$ cat src/hdl/sac_pkg.sv
`timescale 1ns / 1ps
package sac_pkg;

    localparam int DEFAULT_MAX_CLASSES = 256;
    localparam int QUEUE_DEPTH = 4;
    localparam int QUEUE_AW = 2;
    localparam int CPP_W = 9;
    localparam logic [CPP_W-1:0] CPP_RESET = 9'd1;
    localparam logic [31:0] NO_LABEL_COLOR = 32'h0000_00FF;
    localparam logic REG_CPP = 1'b0;

    typedef enum logic {
        KIND_SCORE = 1'b0,
        KIND_PALETTE = 1'b1
    } t_kind;

    typedef enum logic {
        OP_LOOKUP = 1'b0,
        OP_WRITE = 1'b1
    } t_op;

    typedef struct packed {
        t_op op;
        logic [7:0] idx;
        logic check;
        logic [31:0] color;
        logic mark;
    } t_cmd;

endpackage

$ cat src/hdl/sac_queue.sv
`timescale 1ns / 1ps
module sac_queue (
    input  logic          i_clk,
    input  logic          i_rst_n,
    input  logic          i_push,
    input  sac_pkg::t_cmd i_cmd,
    output logic          o_full,
    input  logic          i_pop,
    output sac_pkg::t_cmd o_cmd,
    output logic          o_avail
);
    sac_pkg::t_cmd r_buf [sac_pkg::QUEUE_DEPTH];
    logic [sac_pkg::QUEUE_AW-1:0] r_wr;
    logic [sac_pkg::QUEUE_AW-1:0] r_rd;
    logic [sac_pkg::QUEUE_AW:0]   r_cnt;

    assign o_full  = (r_cnt == (sac_pkg::QUEUE_AW + 1)'(sac_pkg::QUEUE_DEPTH));
    assign o_avail = (r_cnt != '0);
    assign o_cmd   = r_buf[r_rd];

    always_ff @(posedge i_clk) begin
        if (i_push) begin
            r_buf[r_wr] <= i_cmd;
        end
    end

    always_ff @(posedge i_clk) begin
        if (!i_rst_n) begin
            r_wr  <= '0;
            r_rd  <= '0;
            r_cnt <= '0;
        end else begin
            if (i_push) begin
                r_wr <= r_wr + 1'b1;
            end
            if (i_pop) begin
                r_rd <= r_rd + 1'b1;
            end
            if (i_push && !i_pop) begin
                r_cnt <= r_cnt + 1'b1;
            end else if (i_pop && !i_push) begin
                r_cnt <= r_cnt - 1'b1;
            end
        end
    end

endmodule

$ cat config.mk
export PLATFORM = sky130hd
export DESIGN_NAME = sac_queue
export DESIGN_NICKNAME = d
export VERILOG_FILES = /design/src/hdl/sac_pkg.sv /design/src/hdl/sac_queue.sv
export SDC_FILE = /design/constraint.sdc
export NUM_CORES = 1
export LEC_CHECK = 0
export ABC_AREA = 1
export BUFFER_PORTS_ARGS = -buffer_cell sky130_fd_sc_hd__buf_2
export CORE_UTILIZATION = 32
export CTS_BUF_LIST = sky130_fd_sc_hd__clkbuf_8
export CTS_CLUSTER_DIAMETER = 150
export DETAILED_ROUTE_END_ITERATION = 8
export SLEW_MARGIN = 25
export SYNTH_ARGS = -nofsm -noshare
export SYNTH_HDL_FRONTEND = slang
export SYNTH_SLANG_ARGS = --single-unit
$ cat constraint.sdc
create_clock -name i_clk -period 1.75 [get_ports i_clk]
set_input_delay 0.0875 -clock i_clk [delete_from_list [all_inputs] [get_ports i_clk]]
set_output_delay 0.0875 -clock i_clk [all_outputs]
set_load 0.01 [all_outputs]
; ---- After elaboration in Yosys (flattened, before gate mapping)
; Memories as Yosys holds them, arrays and structs flattened. A register that Yosys moved wholly into a read port is not among the register bits.
; Index checks and enable logic that the tools add are counted.
[op_classes]
mux = 6
eq_ne = 1
reduce_logical = 6
addsub = 4
[op_table]
columns = cell, n
row1 = 2-to-1 mux 3 bit, 2
row2 = "adder 2 x 1 -> 2 bit, second input constant", 2
row3 = 2-to-1 mux 2 bit, 2
row4 = "adder 3 x 1 -> 3 bit, second input constant", 1
row5 = "== test 3 bit, second input constant", 1
row6 = nonzero test 3 bit, 1
row7 = "subtractor 3 x 1 -> 3 bit, second input constant", 1
row8 = logical AND 1 bit, 2
row9 = logical NOT 1 bit, 2
row10 = 2-to-1 mux 1 bit, 2
row11 = nonzero test 2 bit, 1
[totals]
mem_count = 1
mem_bits_rw = 172
reg_bits = 7
output_inout_bits = 45
elab_cells = 21
[memory_table]
columns = memory, words, width, read_ports, rd_ports_with_merged_regs, wr, line_no
row1 = r_buf, 4, 43, 1, 1, 1, sac_queue.sv:12  ; sac_pkg::t_cmd r_buf [sac_pkg::QUEUE_DEPTH];

; ---- Logic depth before layout (Yosys ltp)
[logic_depth]
word_depth = 4
ltp_mapped = 10
depth_no_buf = 10

; ---- Least setup slack after synthesis
; OpenSTA, ideal clock, no wires.
[synth_path]
path_type = register -> register
from = register r_wr[0] (netlist name)
to = memory r_buf[2][0] (netlist name), enable pin
n_path_buf = 0
period_less_slack_ns = 1.829
t_arrival_ns = 1.432
setup_ns = 0.397
path_slack_ns = -0.079
stages_incl_launch_ff = 5
cell_sequence = dfxtp_1 inv_1 ha_1 nand2_1 inv_1
[synth_rtl]
columns = item, line_no
row1 = from (decl), sac_queue.sv:13  ; logic [sac_pkg::QUEUE_AW-1:0] r_wr;
row2 = from (signal assigned), sac_queue.sv:34  ; r_wr <= r_wr + 1'b1;
row3 = to (decl), sac_queue.sv:12
; No word-level cell before the write port.

==> results.tsv <==
stage	metric	value	unit
timing	hold_viol	0	
clocking	cts-root-buf	clkbuf_8	
setup_path	r2r_slack	0.20	ns
drt	drtIter0Drc	430	
power_and_ir_drop	power.internal	6.82	mW
synth	synthesis.instances	474	
cells_and_area	final_nets	689	
grt	grt_pass1_wl	23.2	mm
clocking	clock_sinks	181	
grt	track_usage	14.3	%
placed_design	gp_congestion	0.731	
setup_path	critical_path.slowest_cell	dfxtp_4	
cells_and_area	final_cell_mix	edfxtp_1, buf_2, nor2_1	
clocking	cts-htree-levels	4	
synth	synth_top_area_share	76.0	%
power_and_ir_drop	combPwrFrac	14.5	%
die	io_pins	92	
timing	period_needed	1.76	ns
drt	firstDrtPassIters	5	
setup_path	crit_required	1.66	ns
drt	via_per_inst	4.89	
drt	wirelength	16.6	mm
setup_path	crit_type	register to output port	
power_and_ir_drop	switching_share	24.2	%
timing	max_freq	569	MHz
drt	ant_nets	0	
setup_path	crit_arrival	1.67	ns
timing	period_share	100	%
placed_design	port_buffers	91	
worst_hold_path	holdCritStartpoint	i_cmd[11]	
power_and_ir_drop	leakagePower	3.30	nW
worst_hold_path	worstHoldPathCells	2	
cells_and_area	fin_cells	919	
setup_path	critical_path_buf_inv_count	4	
timing	slew_viol_final	0	
power_and_ir_drop	p_sw	2.18	mW
power_and_ir_drop	power.clock.fraction	30.0	%
timing	relSlewSlack	73.3	%
worst_hold_path	min_delay_worst_endpoint	r_buf[2][11]	
setup_path	r2r_start	r_wr[0]	
synth	yosys_warnings	0	
outcome	violations	negative setup slack	
drt	drcViolationCount	0	
run	cap_viol_max_count	0	
grt	grt_max_degree	47	
timing	setup_viol	1	
die	core_region_area	20600	um^2
placed_design	dp_hpwl	8.83	mm
setup_path	crit_path_start_kind	register	
power_and_ir_drop	ir_drop	0.543	mV
setup_path	rr_worst_depth	4	
die	start_util	33.1	%
timing	setup_ws	-0.00858	ns
timing	fin_skew	0.00912	ns
cells_and_area	area_growth	36.4	%
drt	vias	4491	
die	row_count	52	
power_and_ir_drop	powerDensity	971	nW/um^2
setup_path	critPathMaxFanout	8	
grt	antenna_found_initial	1	
clocking	clk_pin_slew	0.09	ns
grt	grt-ovfl-total	0	
timing	hold_ws	0.377	ns
cells_and_area	diodes	0	
setup_path	path_cells	inv_8, buf_12, clkbuf_16, o21ai_2, o22ai_1, buf_2	
synth	synth_fp_nets	527	
power_and_ir_drop	power_frac_seq	55.5	%
clocking	clock_latency	0.46	ns
clocking	cts_made_buffers	17	
synth	synth_cell_type_count	19	
setup_path	setup.worst_path.end_class	output port	
cells_and_area	drive_gt1_share	35.1	%
die	fp.dieH	148	um
timing	rsz0062_at_grt	yes	
setup_path	crit_family	buffers and inverters	
drt	wl_per_cell	18.1	um
timing	tightest_slew	0.399	ns
die	die_w	148	um
setup_path	reg2reg_to	r_buf[3][22]	
clocking	cts_tree	yes	
synth	seq_area_frac_synth	78.6	%
outcome	outcome	finished, violations left	
synth	synth_top_area_cell	edfxtp_1	
synth	synth_seq_cells	181	
setup_path	slowest_delay	0.41	ns
placed_design	dp.cells	823	
synth	netlist_area	6800	um^2
synth	synth_area_leaders	edfxtp_1, o21ai_0, nor2_1	
power_and_ir_drop	finalPower	9.01	mW
grt	grt_pass1_vias	4213	
synth	syn_area_per_cell	14.3	um^2
worst_hold_path	min_path_type	input pin to register	
clocking	clk_path_buf_depth	2	
die	die_area	21800	um^2
cells_and_area	final_common_cell	edfxtp_1	
-- routing by layer --
metal	track usage, %	up-vias	routed length (um)
met5	0	-	11
met3	4.38	16	1040
met4	4.79	2	161
li1	-	2092	-
met1	19.1	2236	7670
met2	22.1	145	7730
-- how the worst max path moves through the flow --
stage	from	endpoint	slack, ns	depth (start not counted)
final	register	o_cmd[26]	-0.009	6
after global routing	register	o_cmd[19]	-0.08	6
after CTS	register	o_cmd[21]	-0.04	6
after detailed placement	r_wr[0]	r_buf[3][25]	0.20	4
after global placement	r_wr[0]	r_buf[3][30]	0.21	4
after floorplan	r_wr[0]	r_buf[0][0]	0.06	4
-- cells by family (layout without fill, tap and decap cells) --
group | after synthesis | in the layout | synth area share [%]
buffers and inverters | 43 | 218 | 3.29
AOI/OAI and AO/OA | 139 | 139 | 11.0
DFF | 181 | 181 | 78.6
adders and majority gates | 6 | 6 | 1.21
and+or+nand+nor | 105 | 105 | 5.87
-- sequential cells by signal, indices dropped and copies added, names as in the netlist, named ones only --
register	count
r_buf	172
r_cnt	3
r_rd	2
r_wr	2
-- metrics by stage --
stage / worst slack [ns] / cell area (um^2) / setup TNS, ns / utilization, %
6_report: -0.00858 / 9280 / -0.00858 / 45.1
5_1_grt: -0.0841 / 9280 / -1.98 / 45.1
4_1_cts: -0.0369 / 8700 / -0.247 / 42.3
3_5_place_dp: 0.196 / 7650 / 0 / 37.2
3_3_place_gp: 0.207 / 7650 / 0 / 37.2
2_1_floorplan: 0.0617 / 6820 / 0 / -
-- area by class of cell --
cell class	count	area (um^2)
clock inverter	13	120
sequential	181	5350
fill	1907	11300
inverter	17	98.8
tap	270	338
clock buffer	19	262
timing repair buffer	168	1510
timing repair inverter	1	8.76
multi-input combinational	250	1590
-- power groups by stage --
stage	Clock, mW	Sequential, mW	Combinational, mW
final	2.70	5.00	1.31
after global routing	2.93	5.02	1.41
after CTS	2.76	4.99	1.10
after detailed placement	0	5.08	0.929
after global placement	0	5.08	0.906
after floorplan	0	5.08	0.500
-- synth_stat cells --
master    number
clkbuf_1      11
ha_1           5
buf_2          5
nand4_1        1
a21oi_1        4
o21ai_0       85
nand2_1       10
buf_4          5
o22ai_1       43
nor2_1        92
buf_6          5
edfxtp_1     172
inv_1         15
dfxtp_1        9
o21ai_1        7
nor3_1         1
fa_1           1
nand3_1        1
inv_2          2
-- timing repair --
action / in CTS / in global routing
resized for setup: 33 / 107
buffers inserted: 3 / 2
cloned: 3 / 10
pin swaps: 9 / 19
hold buffers: 46 / 0
endpoints found under the hold margin: 181 / 0
setup endpoints to repair: 43 / 41
No activity file was read; power rests on OpenSTA's default activity.
