==> src/hdl/sac_pkg.sv <==
`timescale 1ns / 1ps
package sac_pkg;

    localparam int DEFAULT_MAX_CLASSES = 256;
    localparam int QUEUE_DEPTH = 4;
    localparam int QUEUE_AW = 2;
    localparam int CPP_W = 9;
    localparam logic [CPP_W-1:0] CPP_RESET = 9'd1;
    localparam logic [31:0] NO_LABEL_COLOR = 32'h0000_00FF;
    localparam logic REG_CPP = 1'b0;

    typedef enum logic {
        KIND_SCORE = 1'b0,
        KIND_PALETTE = 1'b1
    } t_kind;

    typedef enum logic {
        OP_LOOKUP = 1'b0,
        OP_WRITE = 1'b1
    } t_op;

    typedef struct packed {
        t_op op;
        logic [7:0] idx;
        logic check;
        logic [31:0] color;
        logic mark;
    } t_cmd;

endpackage

==> src/hdl/sac_front.sv <==
`timescale 1ns / 1ps
module sac_front #(
    parameter int MAX_CLASSES = sac_pkg::DEFAULT_MAX_CLASSES
) (
    input  logic                      i_clk,
    input  logic                      i_rst_n,
    input  logic                      i_cfg_we,
    input  logic [sac_pkg::CPP_W-1:0] i_cfg_data,
    output logic [sac_pkg::CPP_W-1:0] o_cfg_value,
    input  logic                      i_valid,
    output logic                      o_stall,
    input  logic                      i_kind,
    input  logic signed [31:0]        i_score,
    input  logic                      i_score_last,
    input  logic [7:0]                i_palette_index,
    input  logic [31:0]               i_palette_color,
    input  logic                      i_palette_valid,
    input  logic                      i_full,
    output logic                      o_push,
    output sac_pkg::t_cmd             o_cmd
);
    localparam int CLASS_LIMIT = (MAX_CLASSES > 256) ? 255 : MAX_CLASSES - 1;
    localparam int COUNT_LIMIT = (MAX_CLASSES > 511) ? 511 : MAX_CLASSES;

    logic [sac_pkg::CPP_W-1:0] r_cpp;
    logic signed [31:0]        r_best_score;
    logic [7:0]                r_best_class;
    logic [8:0]                r_count;

    logic               accept;
    logic               is_score;
    logic [8:0]         n_eff;
    logic               take;
    logic signed [31:0] new_score;
    logic [7:0]         new_class;
    logic [8:0]         cnt_inc;
    logic               pixel_end;
    logic               idx_ok;
    logic [7:0]         lk_id;
    logic               lk_check;

    assign accept   = i_valid && !i_full;
    assign is_score = (i_kind == sac_pkg::KIND_SCORE);
    assign o_stall  = i_full;
    assign o_cfg_value = r_cpp;

    always_comb begin
        if (r_cpp == '0) begin
            n_eff = 9'd1;
        end else if (r_cpp > 9'(COUNT_LIMIT)) begin
            n_eff = 9'(COUNT_LIMIT);
        end else begin
            n_eff = r_cpp;
        end
    end

    always_comb begin
        take = (r_count == '0) || (i_score > r_best_score);
        if (take) begin
            new_score = i_score;
            new_class = (r_count > 9'(CLASS_LIMIT)) ? 8'(CLASS_LIMIT) : r_count[7:0];
        end else begin
            new_score = r_best_score;
            new_class = r_best_class;
        end
        cnt_inc   = r_count + 9'd1;
        pixel_end = i_score_last || (cnt_inc >= n_eff);
        idx_ok    = 11'(i_palette_index) < 11'(MAX_CLASSES);
    end

    always_comb begin
        if (n_eff == 9'd1) begin
            if (new_score[31]) begin
                lk_id    = 8'd0;
                lk_check = 1'b0;
            end else if (new_score[31:16] > 16'(CLASS_LIMIT)) begin
                lk_id    = 8'(CLASS_LIMIT);
                lk_check = 1'b0;
            end else begin
                lk_id    = new_score[23:16];
                lk_check = 1'b1;
            end
        end else begin
            lk_id    = new_class;
            lk_check = 1'b1;
        end
    end

    always_comb begin
        o_cmd.op    = is_score ? sac_pkg::OP_LOOKUP : sac_pkg::OP_WRITE;
        o_cmd.idx   = is_score ? lk_id : i_palette_index;
        o_cmd.check = lk_check;
        o_cmd.color = i_palette_color;
        o_cmd.mark  = i_palette_valid;
        o_push      = accept && (is_score ? pixel_end : idx_ok);
    end

    always_ff @(posedge i_clk) begin
        if (!i_rst_n) begin
            r_cpp <= sac_pkg::CPP_RESET;
        end else if (i_cfg_we) begin
            r_cpp <= i_cfg_data;
        end
    end

    always_ff @(posedge i_clk) begin
        if (!i_rst_n) begin
            r_best_score <= '0;
            r_best_class <= '0;
            r_count      <= '0;
        end else if (accept && is_score) begin
            if (pixel_end) begin
                r_best_score <= '0;
                r_best_class <= '0;
                r_count      <= '0;
            end else begin
                r_best_score <= new_score;
                r_best_class <= new_class;
                r_count      <= cnt_inc;
            end
        end
    end

endmodule

==> config.mk <==
export PLATFORM = sky130hd
export DESIGN_NAME = sac_front
export DESIGN_NICKNAME = d
export VERILOG_FILES = /design/src/hdl/sac_pkg.sv /design/src/hdl/sac_front.sv
export SDC_FILE = /design/constraint.sdc
export NUM_CORES = 1
export LEC_CHECK = 0
export BUFFER_PORTS_ARGS = -buffer_cell sky130_fd_sc_hd__buf_4
export CAP_MARGIN = 20
export CORE_MARGIN = 2
export CORE_UTILIZATION = 46
export DETAILED_ROUTE_END_ITERATION = 10
export MAX_ROUTING_LAYER = met4
export PLACE_DENSITY = 0.78
export SLEW_MARGIN = 20
export SYNTH_ARGS = -nofsm -noshare
export SYNTH_HDL_FRONTEND = slang
export SYNTH_SLANG_ARGS = --single-unit
==> constraint.sdc <==
create_clock -name i_clk -period 3.6 [get_ports i_clk]
set_input_delay 0.54 -clock i_clk [delete_from_list [all_inputs] [get_ports i_clk]]
set_output_delay 0.54 -clock i_clk [all_outputs]
set_load 0.02 [all_outputs]
**After elaboration in Yosys (flattened, before gate mapping)**

Index checks and enable logic that the tools add are counted.
W data, S select, Z words.

- Flip-flop bits (word level): 58
- Input bits: 89
- Word-level logic and storage cells: 40

- Add/sub/neg operators: 1
- Order comparisons: 5
- Equal/unequal tests: 1
- Multiplexer cells: 17
- Bitwise gates (word level): 1
- Reductions and logical operators: 10

Operators by type and width:

| operator | number |
|---|---|
| $mux W32 | 2 |
| $mux W8 | 7 |
| $gt A32 B32 Y1 | 1 |
| $mux W9 | 3 |
| $logic_not A9 Y1 | 2 |
| $gt A16 B8 Y1 const B | 1 |
| $add A9 B1 Y9 const B | 1 |
| $eq A9 B1 Y1 const B | 1 |
| $ge A9 B9 Y1 | 1 |
| $gt A9 B8 Y1 const B | 1 |
| $gt A9 B9 Y1 const B | 1 |
| $mux W1 | 5 |
| $logic_and A1 B1 Y1 | 3 |
| $logic_or A1 B1 Y1 | 2 |
| $reduce_and A2 Y1 | 1 |
| $reduce_bool A2 Y1 | 1 |
| $logic_not A1 Y1 | 1 |
| $not A1 Y1 | 1 |

**Depth between registers and ports, before layout**

Gate-level depths: netlist of run 1.

- Word-level depth: 8
- Gate-level depth with buffers: 16
- Depth with buffers taken out: 14

**Worst setup path after synthesis of run 1**

Ideal clock, no wire load.

- Path type: register -> output
- Start: register r_count[0]
- End: output o_push
- Arrival time: 3288 ps
- Data required time: 3060 ps
- Path slack: -228 ps
- Cell stages (with the launch flop): 15
- Path buffers: 1
- Cell sequence: dfxtp_1 -> ha_1 -> nand3_1 -> or2_2 -> nor2_1 -> ha_1 -> inv_1 -> ha_1 -> o21ai_0 -> or3_1 -> o31ai_1 -> nor3_2 -> clkbuf_1 -> nor2b_1 -> nor3b_1

- Word-level cells in the longest chain between the ends: 5

Ends and longest elaborated chain:

| element | RTL line | RTL |
|---|---|---|
| start: declaration | sac_front.sv:28 | `logic [8:0] r_count;` |
| start signal: assignment | sac_front.sv:119 | `r_count <= cnt_inc;` |
| $add A9 B1 Y9 | sac_front.sv:66 | `cnt_inc = r_count + 9'd1;` |
| $ge A9 B9 Y1 | sac_front.sv:67 | `pixel_end = i_score_last \|\| (cnt_inc >= n_eff);` |
| $logic_or A1 B1 Y1 | sac_front.sv:67 |  |
| $mux W1 | sac_front.sv:95 | `o_push = accept && (is_score ? pixel_end : idx_ok);` |
| $logic_and A1 B1 Y1 | sac_front.sv:95 |  |
| end: declaration | sac_front.sv:19 | `output logic o_push,` |

No other way between the ends.

**Final worst setup path of run 1**

- Start: register r_count[1]
- End: output o_push

The elaborated chain is that of the path after synthesis.

==> results.toml, run 1 <==
[clock_network]
cts_sinks = 58
cts-root-buf = "clkbuf_8"
cts_tree = "built"
numCtsBuffers = 9
htree_levels = 3
clk_latency_ps = 340
cts_buffer_depth = 2
clk_pin_slew_ps = 60
cts_hold_buffers = 0

[die]
fp.dieW_um = 97.6
die_area_um2 = 9520
rows = 34
start_util_pct = 46.9
die_y_um = 97.6
core_um2 = 8590
pin_count = 143

[pwr]
p_per_area_nw_per_um2 = 333
p_total_uw = 1610
leakagePower_uw = 0.00196
vdd_drop_max_uv = 181

[yosys]
syn-num-nets = 609
synth_warnings = 0
synth.avg_cell_area_um2 = 8.46
synth_largest_area_cell = "dfxtp_1"
synth_edf_count = 0
synth_seq_area_share_pct = 28.8
mappedNetlistArea_um2 = 4030
synth_flop_cell = "dfxtp_1"
yosysMostFrequentCell = "dfxtp_1"
ys_ff_latch = 58
ys_top_cells_by_area = "dfxtp_1, ha_1, a22o_1, buf_4, nand2_1"
synth.distinct_cells = 50
synth_common_cells = "dfxtp_1, nand2_1, ha_1"
synth.top_cell.area_share_pct = 28.8
post_synth_inst_count = 476
synthArstFlopShare_pct = 0

[sta]
fin_crit_sh_pct = 98.6
fin_skew_ps = 9.02
max_clock_freq_ghz = 0.282
setup_viol = 0
slew_viol_final = 0
max-slew-margin-rel_pct = 38.1
finalHoldViolCount = 0
min_period_ps = 3550
timing_worst_slew_pin_value_ps = 920

[final_layout]
seq_area_um2 = 1170
antenna_cells = 0
multi_input_area_um2 = 2440
final_nets = 660
design_area_um2 = 4830
drive_gt1_share_pct = 26.7
nFillCells = 747
final_util_pct = 56.2
final_cells = 639
area_growth_pct = 19.9

[critical_path]
start_kind = "flop"
crit_fanout = 4
cp.arrival_ps = 3010
worst-setup-path-type = "reg -> out"
cp.required_ps = 3060
cp-end-kind = "output port"

[drt]
drt-total-wl_mm = 10.6
drt_iter0_drc = 284
firstDrtPassIters = 7
vias_per_cell = 5.78
vias = 3693
antenna_left = 0
drc = 0
wl_per_cell_um = 16.5

[grt]
grt_antenna_before_repair = 0
grt_pass1_wl_mm = 17.3
grt_max_degree = 32
grt_usage_pct = 22.6
overflow = 0
grt_pass1_vias = 3660

[placed_design]
place.gp.congestion = 0.917
placement.cell_area_um2 = 4450
dp_hpwl_mm = 7.61
portBuffers = 76
dpl.cell_count = 616

[run]
drv_cap = 0

[status]
outcome = "finished, final reports clean"

[worst_hold_path]
hold_path_class = "in -> reg"
==> worst paths after layout <==
kind                         from                to  slack [ps]  depth (start not counted)
setup / recovery       r_count[1]            o_push          50                         14
hold / removal      i_cfg_data[0]    o_cfg_value[0]         420                          3
setup reg to reg       r_count[0]  r_best_score[12]         330                         13
hold reg to reg   r_best_class[2]   r_best_class[2]         460                          1
==> worst max-delay path, stage by stage, from the launching register on <==
cell,delay (ps)
dfxtp_4,370
ha_4,130
nand3_1,110
or2_4,260
nor2_2,80
ha_1,140
inv_1,60
ha_1,290
o21ai_2,60
or3_1,370
o31ai_2,240
nor3_2,110
nor2b_4,140
nor3b_2,140
buf_4,160
==> routing by layer <==
layer	share of wire, %	vias to the layer above	global-route usage (%)
met4	2.2	0	9.51
met2	47	152	35.0
met5	0	-	-
met1	43	1724	28.1
li1	-	1781	-
met3	7.4	36	5.47
==> power breakdown <==
group / leakage [uW] / total [uW] / switching [uW] / internal, uW
sequential: 0.000473 / 667 / 12.6 / 654
clock: 0.000106 / 626 / 254 / 372
combinational: 0.00138 / 316 / 169 / 147
==> cell type report <==
cell class	count	area share [%]
Inverter	38	2.95
Clock inverter	2	0.725
Timing Repair Buffer	97	15.2
Tap cell	108	2.80
Clock buffer	13	3.50
Sequential cell	58	24.3
Multi-Input combinational cell	323	50.6
==> flip-flops by register name (all words and copies together) (netlist names) <==
name / flops
r_best_class: 8
r_count: 9
o_cfg_value: 9
r_best_score: 32
==> through the flow <==
stage	hold WS, ps	setup TNS (ps)	setup WS, ps
after floorplan	432	0	26.2
after global placement	445	0	234
after detailed placement	447	0	150
after CTS	402	0	4.73
after global routing	405	-63.9	-63.9
final	417	0	51.1
==> cell usage in the layout (no fill, tap or decap), types with 12 or more instances in the layout <==
cell      count
nor2b_1      16
nand2_1      46
a21oi_1      22
ha_1         42
a22o_1       31
clkbuf_8     12
nor2_1       14
inv_1        37
buf_4        96
o21ai_0      22
nand4_1      13
dfxtp_1      53
o21a_1       15
==> timing repair <==
item / CTS / global route
endpoints found under the hold margin: 0 / 0
setup endpoints to repair: 1 / 9
pin swaps: 2 / 12
buffers inserted: 1 / 7
resized for setup: 9 / 18
==> logic make-up after synthesis <==
logic type / Yosys count / share of synthesized area [%]
and+or+nand+nor: 139 / 18.6
buffers and inverters: 95 / 13.2
DFF: 58 / 28.8
AOI/OAI and AO/OA: 126 / 22.5
xor gates and xnor gates: 6 / 1.30
adders and majority gates: 44 / 13.7
muxes: 8 / 1.99
Note: power is estimated with default switching activity, not from simulation.
==> run 2: changes to the inputs <==
--- a/config.mk
+++ b/config.mk
@@ -6,12 +6,12 @@
 export NUM_CORES = 1
 export LEC_CHECK = 0
 export BUFFER_PORTS_ARGS = -buffer_cell sky130_fd_sc_hd__buf_4
-export CAP_MARGIN = 20
 export CORE_MARGIN = 2
-export CORE_UTILIZATION = 46
+export CORE_UTILIZATION = 47
+export CTS_BUF_LIST = sky130_fd_sc_hd__clkbuf_4
 export DETAILED_ROUTE_END_ITERATION = 10
 export MAX_ROUTING_LAYER = met4
-export PLACE_DENSITY = 0.78
+export PLACE_DENSITY = 0.79
 export SLEW_MARGIN = 20
 export SYNTH_ARGS = -nofsm -noshare
 export SYNTH_HDL_FRONTEND = slang
==> run 2 against run 1 <==
The run now ends with setup timing left. Fmax is 1.8% lower. First-iteration DRC count down 38%. Via count grew 0.92%. Flip-flop and latch count unchanged. Clock power down 14%. Worst hold slack got worse by 71 ps.
==> results.toml, run 2 (synthesized netlist as in run 1, its figures left out) <==
[drt]
wl_per_cell_um = 16.3
drc = 0
vias_per_cell = 5.76
drt_iter0_drc = 176
antenna_left = 0
firstDrtPassIters = 5
drt-total-wl_mm = 10.6
vias = 3727

[die]
start_util_pct = 48.8
pin_count = 143
fp.dieW_um = 96.6
rows = 33
core_um2 = 8260
die_y_um = 96.6
die_area_um2 = 9330

[clock_network]
cts_sinks = 58
cts_tree = "built"
cts-root-buf = "clkbuf_4"
numCtsBuffers = 9
clk_latency_ps = 420
clk_pin_slew_ps = 100
cts_buffer_depth = 2
htree_levels = 3

[critical_path]
worst-setup-path-type = "reg -> out"
crit_family = "simple AND/OR/NAND/NOR gates"
worst_path_max_delay_cell = "dfxtp_4"
cp.arrival_ps = 3070
cp_slowest_stage_delay_ps = 380
start_kind = "flop"
crit_buf_inv = 2
crit_fanout = 4
critical_path.cell_chain = "ha_4 > nand3_2 > or2_4 > buf_6 > xnor2_2 > ha_1 > nor3_2 > or3_4 > o31ai_4 > nor3_4 > nor2b_4 > nor3b_2 > buf_4"
cp-end-kind = "output port"
cp.required_ps = 3060

[pwr]
comb_power_share_pct = 21.5
swShare_pct = 28.9
switching_power_uw = 444
p_per_area_nw_per_um2 = 311
leakagePower_uw = 0.00204
p_total_uw = 1540
pwr-share-seq_pct = 43.4
p_int_uw = 1090
vdd_drop_max_uv = 177
pwr-share-clk_pct = 35.1

[final_layout]
drive_gt1_share_pct = 29.3
antenna_cells = 0
mostFrequentLayoutCell = "buf_4"
final_nets = 671
design_area_um2 = 4940
regMostFlops = "r_best_score"
nFillCells = 738
final_cell_mix = "buf_4, dfxtp_1, nand2_1, ha_1, inv_1"
area_growth_pct = 22.7
largest_reg_flops = 32

[grt]
met3_usage_pct = 4.34
globalRouteMet2Util_pct = 38.3
grt_antenna_before_repair = 0
grt_max_degree = 25
overflow = 0
busiest_layer = "met2"
grt_pass1_vias = 3582
global_route.usage.met1_pct = 27.7
grt_usage_pct = 23.3
grt_pass1_wl_mm = 16.5

[status]
outcome = "finished, violations left"
violations = "setup timing"

[sta]
max_clock_freq_ghz = 0.277
holdWs_ps = 346
fin_skew_ps = 15.8
rsz0062_at_grt = "true"
min_period_ps = 3610
timing_worst_slew_pin_value_ps = 548
slew_viol_final = 0
finalHoldViolCount = 0
max-slew-margin-rel_pct = 63.5
setup_viol = 1
worst_slack_ps = -13.8
fin_crit_sh_pct = 100

[run]
drv_cap = 0

[placed_design]
placement.cell_area_um2 = 4500
dp_hpwl_mm = 7.55
pre_cts_ws_ps = 33.7
portBuffers = 76
place.gp.congestion = 0.916

[worst_hold_path]
hold_path_class = "in -> reg"
-- run 2: layout make-up --
type,instances,area (um2),share of cell area [%]
timing repair buffer,108,835,16.9
inverter,38,143,2.89
multi-input combinational,323,2510,50.8
sequential,58,1170,23.6
tap,105,131,2.66
clock inverter,5,80.1,1.62
clock buffer,10,75.1,1.52
-- run 2: through the flow --
step           instances  util, %  TNS, ps
4_1_cts              643     58.2    -59.8
5_1_grt              647     59.9     -242
3_5_place_dp         620     54.5        0
3_3_place_gp         620     54.5        0
2_1_floorplan        476        -        0
6_report             647     59.9    -13.8
-- run 2: worst register-to-register path, stage by stage (launching register included) --
cell and delay, ps:
dfxtp_4 380, ha_4 140, nand3_2 80, or2_4 290, buf_6 120, xnor2_2 110
ha_1 330, nor3_2 180, buf_4 140, a211o_1 140, o31ai_4 100, nor3_4 200
buf_4 150, nand2_1 100, nor3b_4 250, buf_12 160, buf_4 230, a22o_1 180
-- run 2: routing by layer --
metal  part of all wire, %  up-vias
li1                      -     1808
met1                    44     1749
met2                    48      133
met3                   5.9       37
met4                   2.8        0
met5                     0        -
-- run 2: worst paths after layout --
check / start / to / slack [ps] / cells past startpoint
setup reg to reg: r_count[0] / r_best_score[24] / 280 / 17
hold reg to reg: r_best_class[3] / r_best_class[3] / 480 / 1
setup / recovery: r_count[0] / o_push / -10 / 13
hold / removal: i_cfg_data[0] / o_cfg_value[0] / 350 / 3
-- run 2: power groups by stage --
stage | clock network (uW) | logic (uW) | registers (uW)
after detailed placement | 0 | 304 | 681
after floorplan | 0 | 221 | 686
after CTS | 544 | 318 | 667
after global placement | 0 | 295 | 680
after global routing | 570 | 362 | 669
final | 540 | 331 | 667
-- run 2: repair_timing --
action                                 in CTS  in global routing
setup endpoints to repair                   6                 41
cloned                                      0                  0
endpoints found under the hold margin       0                  0
resized for setup                          22                 16
buffers inserted                            8                  5
pin swaps                                  10                 12
hold buffers                                0                  0
==> run 3: changes to the inputs <==
--- a/config.mk
+++ b/config.mk
@@ -11,8 +11,9 @@
 export CTS_BUF_LIST = sky130_fd_sc_hd__clkbuf_4
 export DETAILED_ROUTE_END_ITERATION = 10
 export MAX_ROUTING_LAYER = met4
-export PLACE_DENSITY = 0.79
+export PLACE_DENSITY_LB_ADDON = 0.05
 export SLEW_MARGIN = 20
 export SYNTH_ARGS = -nofsm -noshare
 export SYNTH_HDL_FRONTEND = slang
 export SYNTH_SLANG_ARGS = --single-unit
+export TNS_END_PERCENT = 10
==> run 3 against run 2 <==
The run now ends clean. Routed wire length shrank 6.2%. Design area shrank 3.7%. Clock-buffer cell count is the same. Worst hold slack gained 29 ps. Sequential power is essentially flat.
==> results.toml, run 3 (synthesized netlist as in run 1, its figures left out) <==
[status]
outcome = "finished, final reports clean"

[drt]
wl_per_cell_um = 15.7
firstDrtPassIters = 4
drc = 0
antenna_left = 0
drt_iter0_drc = 103
drt-total-wl_mm = 9.92
vias_per_cell = 5.57
vias = 3521

[sta]
setup_viol = 0
timing_worst_slew_pin_value_ps = 584
max-slew-margin-rel_pct = 60.7
finalHoldViolCount = 0
min_period_ps = 3550
rsz0062_at_grt = "true"
fin_crit_sh_pct = 98.6
fin_skew_ps = 16.3
max_clock_freq_ghz = 0.282
worst_slack_ps = 49.7
slew_viol_final = 0

[clock_network]
numCtsBuffers = 9
cts_sinks = 58
cts_buffer_depth = 2
cts-root-buf = "clkbuf_4"
htree_levels = 3
clk_pin_slew_ps = 110
cts_tree = "built"
clk_latency_ps = 380

[critical_path]
cp.required_ps = 3060
cp.arrival_ps = 3010
cp-end-kind = "output port"
start_kind = "flop"
worst-setup-path-type = "reg -> out"
crit_fanout = 4

[final_layout]
final_nets = 655
largest_reg_flops = 32
multi_input_area_um2 = 2430
area_growth_pct = 18.1
regMostFlops = "r_best_score"
mostFrequentLayoutCell = "buf_4"
seq_area_um2 = 1170
final_util_pct = 57.6
antenna_cells = 0
nFillCells = 771
drive_gt1_share_pct = 25.4
final_cell_mix = "buf_4, dfxtp_1, nand2_1, ha_1, inv_1"
design_area_um2 = 4760

[placed_design]
placement.cell_area_um2 = 4450
place.gp.congestion = 0.819
portBuffers = 76
dp_hpwl_mm = 7.45
pre_cts_ws_ps = 19.4

[pwr]
p_per_area_nw_per_um2 = 330
leakagePower_uw = 0.00193
vdd_drop_max_uv = 275

[die]
die_area_um2 = 9330
die_y_um = 96.6
core_um2 = 8260
pin_count = 143
start_util_pct = 48.8
fp.dieW_um = 96.6
rows = 33

[grt]
grt_max_degree = 32
grt_pass1_wl_mm = 15.7
overflow = 0
grt_antenna_before_repair = 0
grt_pass1_vias = 3301
grt_usage_pct = 22.4

[run]
drv_cap = 0

[worst_hold_path]
hold_path_class = "in -> reg"
-- run 3: changes by cell type in the layout (fill, tap and decap cells not counted), moves of 2 or more --
cell | before | now
nor3_4 | 2 | 0
buf_4 | 104 | 89
nor4_4 | 2 | 0
clkinv_1 | 1 | 3
-- run 3: power by group --
part	switching, uW	internal (uW)
registers	12.1	654
logic	163	141
clock network	244	355
total	420	1150
-- run 3: final timing paths --
check                           slack, ps               end       startpoint  cells past startpoint
worst max-delay path                   50            o_push       r_count[0]                     13
worst min-delay path                  380   r_best_score[7]       i_score[7]                      2
worst max register to register        430  r_best_score[20]   o_cfg_value[2]                     13
worst min register to register        470   r_best_class[0]  r_best_class[0]                      1
-- run 3: timing repair --
item	CTS	global route
setup buffers	4	0
hold buffers	0	0
gates cloned	0	0
endpoints found under the setup margin	8	10
pin swaps	7	1
gates resized for setup	18	4
-- run 3: metrics by stage --
stage	cells	hold slack [ps]	power (uW)	setup TNS, ps
floorplan	476	432	907	0
global placement	612	446	977	0
detailed placement	612	446	981	0
CTS	632	348	1580	-15.9
global route	632	341	1650	-237
finish	632	375	1570	0
-- run 3: final cells by class --
cell class	count	area share [%]
multi-input combinational	323	51.0
tap	105	2.76
inverter	38	3.00
clock inverter	6	2.21
timing repair buffer	92	14.9
sequential	58	24.5
clock buffer	10	1.58
-- run 3: critical path, cell delays in order (launching register included) --
cell	delay (ps)
dfxtp_4	380
ha_4	140
nand3_4	100
or2_4	250
buf_4	150
xnor2_2	140
ha_1	290
nor3_1	50
or3_1	380
o31ai_2	210
nor3_2	60
nor2b_1	130
nor3b_2	170
buf_4	170
-- run 3: layer usage --
layer / vias up / share of wire, % / track usage [%]
met2: 101 / 45 / 34.3
met5: - / 0 / -
met3: 18 / 5.6 / 4.50
li1: 1774 / - / -
met4: 0 / 1.1 / 6.57
met1: 1628 / 48 / 29.9
